**src/hdl/npt_pkg.sv**
```systemverilog
// Shared types, constants and text helpers for the named parameter table.
package npt_pkg;

	localparam int MAX_ENTRIES = 64;
	localparam int NAME_CHARS  = 15;
	localparam int NAME_BYTES  = 15;
	localparam int NAME_W      = 8 * NAME_BYTES;
	localparam int CNT_W       = $clog2(MAX_ENTRIES + 1);
	localparam int IDX_W       = (MAX_ENTRIES > 1) ? $clog2(MAX_ENTRIES) : 1;

	localparam logic [1:0] MODE_UPDATE = 2'd0;
	localparam logic [1:0] MODE_FIND   = 2'd1;
	localparam logic [1:0] MODE_LIST   = 2'd2;

	localparam logic [2:0] STAT_UPDATED  = 3'd0;
	localparam logic [2:0] STAT_INSERTED = 3'd1;
	localparam logic [2:0] STAT_DROPPED  = 3'd2;
	localparam logic [2:0] STAT_HIT      = 3'd3;
	localparam logic [2:0] STAT_MISS     = 3'd4;

	typedef struct packed {
		logic [1:0]        mode;
		logic [NAME_W-1:0] key;
		logic [31:0]       value;
		logic [7:0]        ptype;
		logic [15:0]       pindex;
		logic [15:0]       total;
		logic [6:0]        max_out;
	} npt_item_t;

	typedef struct packed {
		logic [NAME_W-1:0] name;
		logic [31:0]       value;
		logic [7:0]        ptype;
		logic [15:0]       pindex;
	} npt_entry_t;

	// Text ends at the first zero byte or after NAME_CHARS bytes.
	function automatic logic [NAME_W-1:0] unpack_text(input logic [63:0] lo,
			input logic [55:0] hi);
		logic [NAME_W-1:0] raw;
		logic [NAME_W-1:0] res;
		logic              ended;
		logic [7:0]        b;
		raw   = {hi, lo};
		res   = '0;
		ended = 1'b0;
		for (int i = 0; i < NAME_BYTES; i++) begin
			b = raw[8*i +: 8];
			if (i >= NAME_CHARS || b == 8'd0) begin
				ended = 1'b1;
			end
			res[8*i +: 8] = ended ? 8'd0 : b;
		end
		return res;
	endfunction

	function automatic logic [7:0] fold_byte(input logic [7:0] c);
		return (c >= 8'h41 && c <= 8'h5A) ? c + 8'd32 : c;
	endfunction

	function automatic logic [NAME_W-1:0] fold_text(input logic [NAME_W-1:0] t);
		logic [NAME_W-1:0] res;
		for (int i = 0; i < NAME_BYTES; i++) begin
			res[8*i +: 8] = fold_byte(t[8*i +: 8]);
		end
		return res;
	endfunction

	// The needle is already folded; a zero needle byte marks its end.
	function automatic logic holds_text(input logic [NAME_W-1:0] hay,
			input logic [NAME_W-1:0] needle);
		logic       res;
		logic       hit;
		logic [7:0] hb;
		logic [7:0] nb;
		int         k;
		res = 1'b0;
		for (int s = 0; s < NAME_BYTES; s++) begin
			hit = 1'b1;
			for (int j = 0; j < NAME_BYTES; j++) begin
				k  = s + j;
				nb = needle[8*j +: 8];
				hb = 8'd0;
				if (k < NAME_BYTES) begin
					hb = fold_byte(hay[8*k +: 8]);
				end
				if (nb != 8'd0 && hb != nb) begin
					hit = 1'b0;
				end
			end
			res = res | hit;
		end
		return res;
	endfunction

endpackage

```
**src/hdl/npt_front.sv**
```systemverilog
// Front end: accepts input items, normalizes the key text and queues the work.
module npt_front (
	input  logic               clk,
	input  logic               arst_n,
	input  logic               in_valid,
	output logic               in_ready,
	input  logic [1:0]         mode,
	input  logic [63:0]        name_low,
	input  logic [55:0]        name_high,
	input  logic [31:0]        value_bits,
	input  logic [7:0]         param_type,
	input  logic [15:0]        param_index,
	input  logic [15:0]        total_count,
	input  logic [63:0]        filter_low,
	input  logic [55:0]        filter_high,
	input  logic [6:0]         max_out,
	output logic               cmd_valid,
	input  logic               cmd_ready,
	output npt_pkg::npt_item_t cmd
);
	import npt_pkg::*;

	npt_item_t  item;
	npt_item_t  slot_q [2];
	logic       wr_ptr_q;
	logic       rd_ptr_q;
	logic [1:0] fill_q;
	logic       push;
	logic       pop;

	// A list searches with the folded filter, everything else keys on the name.
	always_comb begin
		item.mode    = mode;
		item.key     = (mode == MODE_LIST) ? fold_text(unpack_text(filter_low, filter_high))
		                                   : unpack_text(name_low, name_high);
		item.value   = value_bits;
		item.ptype   = param_type;
		item.pindex  = param_index;
		item.total   = total_count;
		item.max_out = max_out;
	end

	assign in_ready  = (fill_q != 2'd2);
	assign push      = in_valid && in_ready;
	assign cmd_valid = (fill_q != 2'd0);
	assign pop       = cmd_valid && cmd_ready;
	assign cmd       = slot_q[rd_ptr_q];

	always_ff @(posedge clk) begin
		if (push) begin
			slot_q[wr_ptr_q] <= item;
		end
	end

	always_ff @(posedge clk or negedge arst_n) begin
		if (!arst_n) begin
			wr_ptr_q <= 1'b0;
			rd_ptr_q <= 1'b0;
			fill_q   <= 2'd0;
		end else begin
			if (push) begin
				wr_ptr_q <= ~wr_ptr_q;
			end
			if (pop) begin
				rd_ptr_q <= ~rd_ptr_q;
			end
			if (push && !pop) begin
				fill_q <= fill_q + 2'd1;
			end else if (pop && !push) begin
				fill_q <= fill_q - 2'd1;
			end
		end
	end

endmodule

```
**config.mk**
```make
export PLATFORM = sky130hd
export DESIGN_NAME = npt_front
export DESIGN_NICKNAME = d
export VERILOG_FILES = /design/src/hdl/npt_pkg.sv /design/src/hdl/npt_front.sv
export SDC_FILE = /design/constraint.sdc
export NUM_CORES = 1
export LEC_CHECK = 0
export ABC_AREA = 0
export BUFFER_PORTS_ARGS = -buffer_cell sky130_fd_sc_hd__buf_4
export CAP_MARGIN = 20
export CORE_MARGIN = 5
export CORE_UTILIZATION = 40
export DETAILED_ROUTE_END_ITERATION = 16
export PLACE_DENSITY_LB_ADDON = 0.25
export REMOVE_ABC_BUFFERS = 1
export SYNTH_ARGS = -nofsm -noshare
export SYNTH_HDL_FRONTEND = slang
export SYNTH_SLANG_ARGS = --single-unit
```
**constraint.sdc**
```tcl
create_clock -name clk -period 23 [get_ports clk]
set_input_delay 1.15 -clock clk [delete_from_list [all_inputs] [get_ports clk]]
set_output_delay 1.15 -clock clk [all_outputs]
set_load 0.01 [all_outputs]
```
# == After elaboration in Yosys (flattened, before gate mapping) ==
# Memory sizes are Yosys's and may differ from the RTL's.
# Index checks and enable logic that the tools add are counted.
# word_totals
register_bits,4
mem_bits_rw,402
input_bits,325
output_inout_bits,203
word_cells,188
memories,1
# mem_list
name,depth,word_bits,read_ports,rd_clocked_by_memory_dff,wr,line_no,rtl
slot_q,2,201,1,0,1,npt_front.sv:24,npt_item_t slot_q [2];
# classes
n_addsub,17
n_lt_le_gt_ge,30
n_eq_ne,2
mux,80
n_bitwise,2
reduce_logical,53
# op_table
operator,n
$mux W8,45
$logic_not A8 Y1,30
$add A8 B6 Y8 const B,15
$ge A8 B7 Y1 const B,15
$le A8 B7 Y1 const B,15
$mux W120,1
$mux W1,32
$logic_and A1 B1 Y1,19
$mux W2,2
$reduce_bool A2 Y1,2
$add A2 B1 Y2 const B,1
$eq A2 B2 Y1 const B,1
$logic_not A1 Y1,2
$ne A2 B2 Y1 const B,1
$not A1 Y1,2
$sub A2 B1 Y2 const B,1

# == Longest topological paths before layout ==
# logic_depth
word_depth,21
ltp_mapped,11
ltp_nobuf,10

# == Worst setup path after synthesis ==
# Ideal clock, no wire load.
# synth_timing
kind,input port to flip-flop
startpoint,input in_valid
endpoint,"memory slot_q[0][0] in the netlist's numbering, enable pin"
setup_time_ns,0.765
arrival_ns,9.574
setup_slack_ns,12.661
stages,2
n_path_buf,0
path_cell_list,nand2_1 > nor2_1
# synth_between
elab_chain_cells,3
# synth_rtl
element,line_no,rtl
"start, declared",npt_front.sv:5,"input logic in_valid,"
$logic_and A1 B1 Y1,npt_front.sv:44,assign push = in_valid && in_ready;
$mux W1,npt_front.sv:50,if (push) begin
$mux W1 (not written as such),npt_front.sv:51,slot_q[wr_ptr_q] <= item;
"end, declared",npt_front.sv:24,
# Every way passes these cells.

==> flow_metrics.env <==
export IMPL_clkSinkCount=406
export IMPL_fin_area_sq_um=23900
export IMPL_skew_ps=12.7
export IMPL_rsz0062_at_grt="false"
export IMPL_grt_pass1_vias=12844
export IMPL_max_slew_margin=0.280
export IMPL_tightest_slew_ps=1080
export IMPL_drt_pass1_iterations=5
export IMPL_numPortBuffers=527
export IMPL_clockPowerShare=0.260
export IMPL_cp_max_fo=68
export IMPL_avgRoutedWirePerCell_um=23.5
export IMPL_ys_async_sr_fraction=0.00985
export IMPL_antenna_left=0
export IMPL_p_leak_nw=9.20
export IMPL_synthToLayoutAreaGrowth_pct=34.3
export IMPL_tns_ps=0
export IMPL_seq_area_frac_synth=0.684
export IMPL_design_core_area_sq_um=44100
export IMPL_holdBufCountCts=0
export IMPL_cp_data_required_time_ps=21850
export IMPL_synthesis_instances=1116
export IMPL_nNetsFinal=2008
export IMPL_ios=528
export IMPL_die_x_um=221
export IMPL_fin_crit_ps=4410
export IMPL_viasPerCell=5.35
export IMPL_syn_area_sq_um=17800
export IMPL_pwr_share_comb=0.333
export IMPL_grt_overflow=0
export IMPL_place_gp_congestion=0.890
export IMPL_synth_edf_count=402
export IMPL_irDropWorstVdd_v=0.0000698
export IMPL_clkLatencyLatePin_ps=560
export IMPL_setup_viol=0
export IMPL_final_common_cell="buf_4"
export IMPL_final_cell_mix="buf_4 (545), edfxtp_1 (402), mux2_2 (201), a22o_1 (71), nand2_1 (60)"
export IMPL_synth_area_top_cells="edfxtp_1 (68%), mux2_2 (13%), a22o_1 (3.5%)"
export IMPL_cts_root_buffer="clkbuf_16"
export IMPL_hpwl_um=40500
export IMPL_dr_total_vias=12254
export IMPL_synth_distinct_cells=67
export IMPL_drc_errors=0
export IMPL_ys_flop_type="edfxtp_1"
export IMPL_cts_tree="yes"
export IMPL_gr_usage_all_layers=0.211
export IMPL_drive_gt1_frac=0.495
export IMPL_synth_top_area_frac=0.678
export IMPL_drv_cap=0
export IMPL_grt_pass1_wl_um=79400
export IMPL_worst_setup_path_start_kind="flip-flop"
export IMPL_end_kind="primary output"
export IMPL_seqPwrFrac=0.407
export IMPL_first_iter_violations=765
export IMPL_fin_crit_sh=0.192
export IMPL_die_area_sq_um=48800
export IMPL_ys_ff_latch=406
export IMPL_antenna_found_initial=10
export IMPL_power_density_nw_per_um2=111
export IMPL_cts_max_level=2
export IMPL_clk_pin_slew_worst_paths_ps=60
export IMPL_grt_max_degree=72
export IMPL_switching_share=0.298
export IMPL_cts_buffer_depth=3
export IMPL_p_sw_mw=0.792
export IMPL_syn_area_per_cell_sq_um=15.9
export IMPL_initial_core_util=0.403
export IMPL_final_util=0.542
export IMPL_yosysTopAreaCell="edfxtp_1"
export IMPL_cts_buffers=44
export IMPL_drv_slew=0
export IMPL_placed_area_sq_um=22500
export IMPL_cts_resized=0
export IMPL_postCtsSetupBuffers=0
export IMPL_die_height_um=221
export IMPL_status="complete, no violations"
export IMPL_arrival_ps=3260
export IMPL_fmax_mhz=227
export IMPL_p_total_mw=2.65
export IMPL_drt_wl_total_um=53900
export IMPL_crit_type="flip-flop to primary output"
export IMPL_ys_warn_count=0
export IMPL_num_rows=77
export IMPL_hold_class="primary input to asynchronous set/reset pin"
export IMPL_power_internal_mw=1.86
export IMPL_finalHoldViolCount=0
through the flow:
stage          hold slack [ps]  setup slack (ps)  cells
6_report                   368             18590   2291
5_1_grt                    347             18440   2290
4_1_cts                    334             18520   2289
3_5_place_dp               492             18750   2212
3_3_place_gp               469             18800   2212
2_1_floorplan              456             12660   1075
flip-flops by register name (all words and copies together) (netlist names):
name	flops
slot_q	402
fill_q	2
rd_ptr_q	1
wr_ptr_q	1
final timing paths:
check	startpoint	end	slack, ps	cells after the start
max in group asynchronous	arst_n	rd_ptr_q	22520	1
hold / removal	arst_n	fill_q[1]	370	1
setup / recovery	rd_ptr_q	cmd[115]	18590	3
hold reg to reg	fill_q[1]	fill_q[1]	500	1
setup reg to reg	fill_q[0]	slot_q[0][70]	19650	5
min in group clk	fill_q[1]	fill_q[1]	500	1
synth_stat cells, drive strengths merged (3+ instances only):
library cell / instances
o21ai: 19
nand3: 13
nand4: 3
mux2: 201
a31oi: 3
or2: 3
edfxtp: 402
or4: 23
nand2b: 9
a21oi: 21
nor4b: 4
and2: 22
dfrtp: 4
buf: 12
nand2: 60
xnor2: 3
or3: 7
nor2: 34
and3: 13
clkbuf: 29
nor3: 29
o22ai: 5
and4: 3
nor4: 28
ha: 16
a32o: 20
a22o: 72
a22oi: 5
a32oi: 3
a21o: 11
a31o: 3
a2111o: 3
inv: 9
worst max-delay path: stages (launching register included):
cell	delay (ps)
dfrtp_4	1060
buf_4	900
mux2_2	470
buf_4	160
kinds of logic after synthesis:
kind of cell | share of synthesized area
multiplexers | 0.127
flip-flops | 0.684
AND/OR/NAND/NOR | 0.0815
XOR/XNOR | 0.00246
buffers and inverters | 0.0129
AO/OA/AOI/OAI | 0.0807
adder cells (fa/ha/maj) | 0.0112
cell type report:
type                            count  area, sq um
Clock inverter                     21          236
Multi-Input combinational cell    660         5450
Sequential cell                   406        12200
Tap cell                          592          741
Antenna cell                        1         2.50
Fill cell                        3698        20200
Timing Repair Buffer              546         4100
Inverter                            9         33.8
Clock buffer                       56         1170
power groups by stage:
stage	registers, mW	logic (mW)	clock network (mW)
CTS	1.08	0.902	0.705
finish	1.08	0.884	0.689
detailed placement	1.10	0.896	0
floorplan	1.16	0.455	0
global route	1.10	0.942	0.739
global placement	1.09	0.897	0
layer usage:
metal	GRT usage	vias to the layer above	part of all wire
li1	-	5633	-
met1	0.264	6038	0.41
met2	0.349	467	0.48
met3	0.0754	98	0.085
met4	0.0574	18	0.028
met5	0	-	0.0018
No activity file was read; power rests on OpenSTA's default activity.
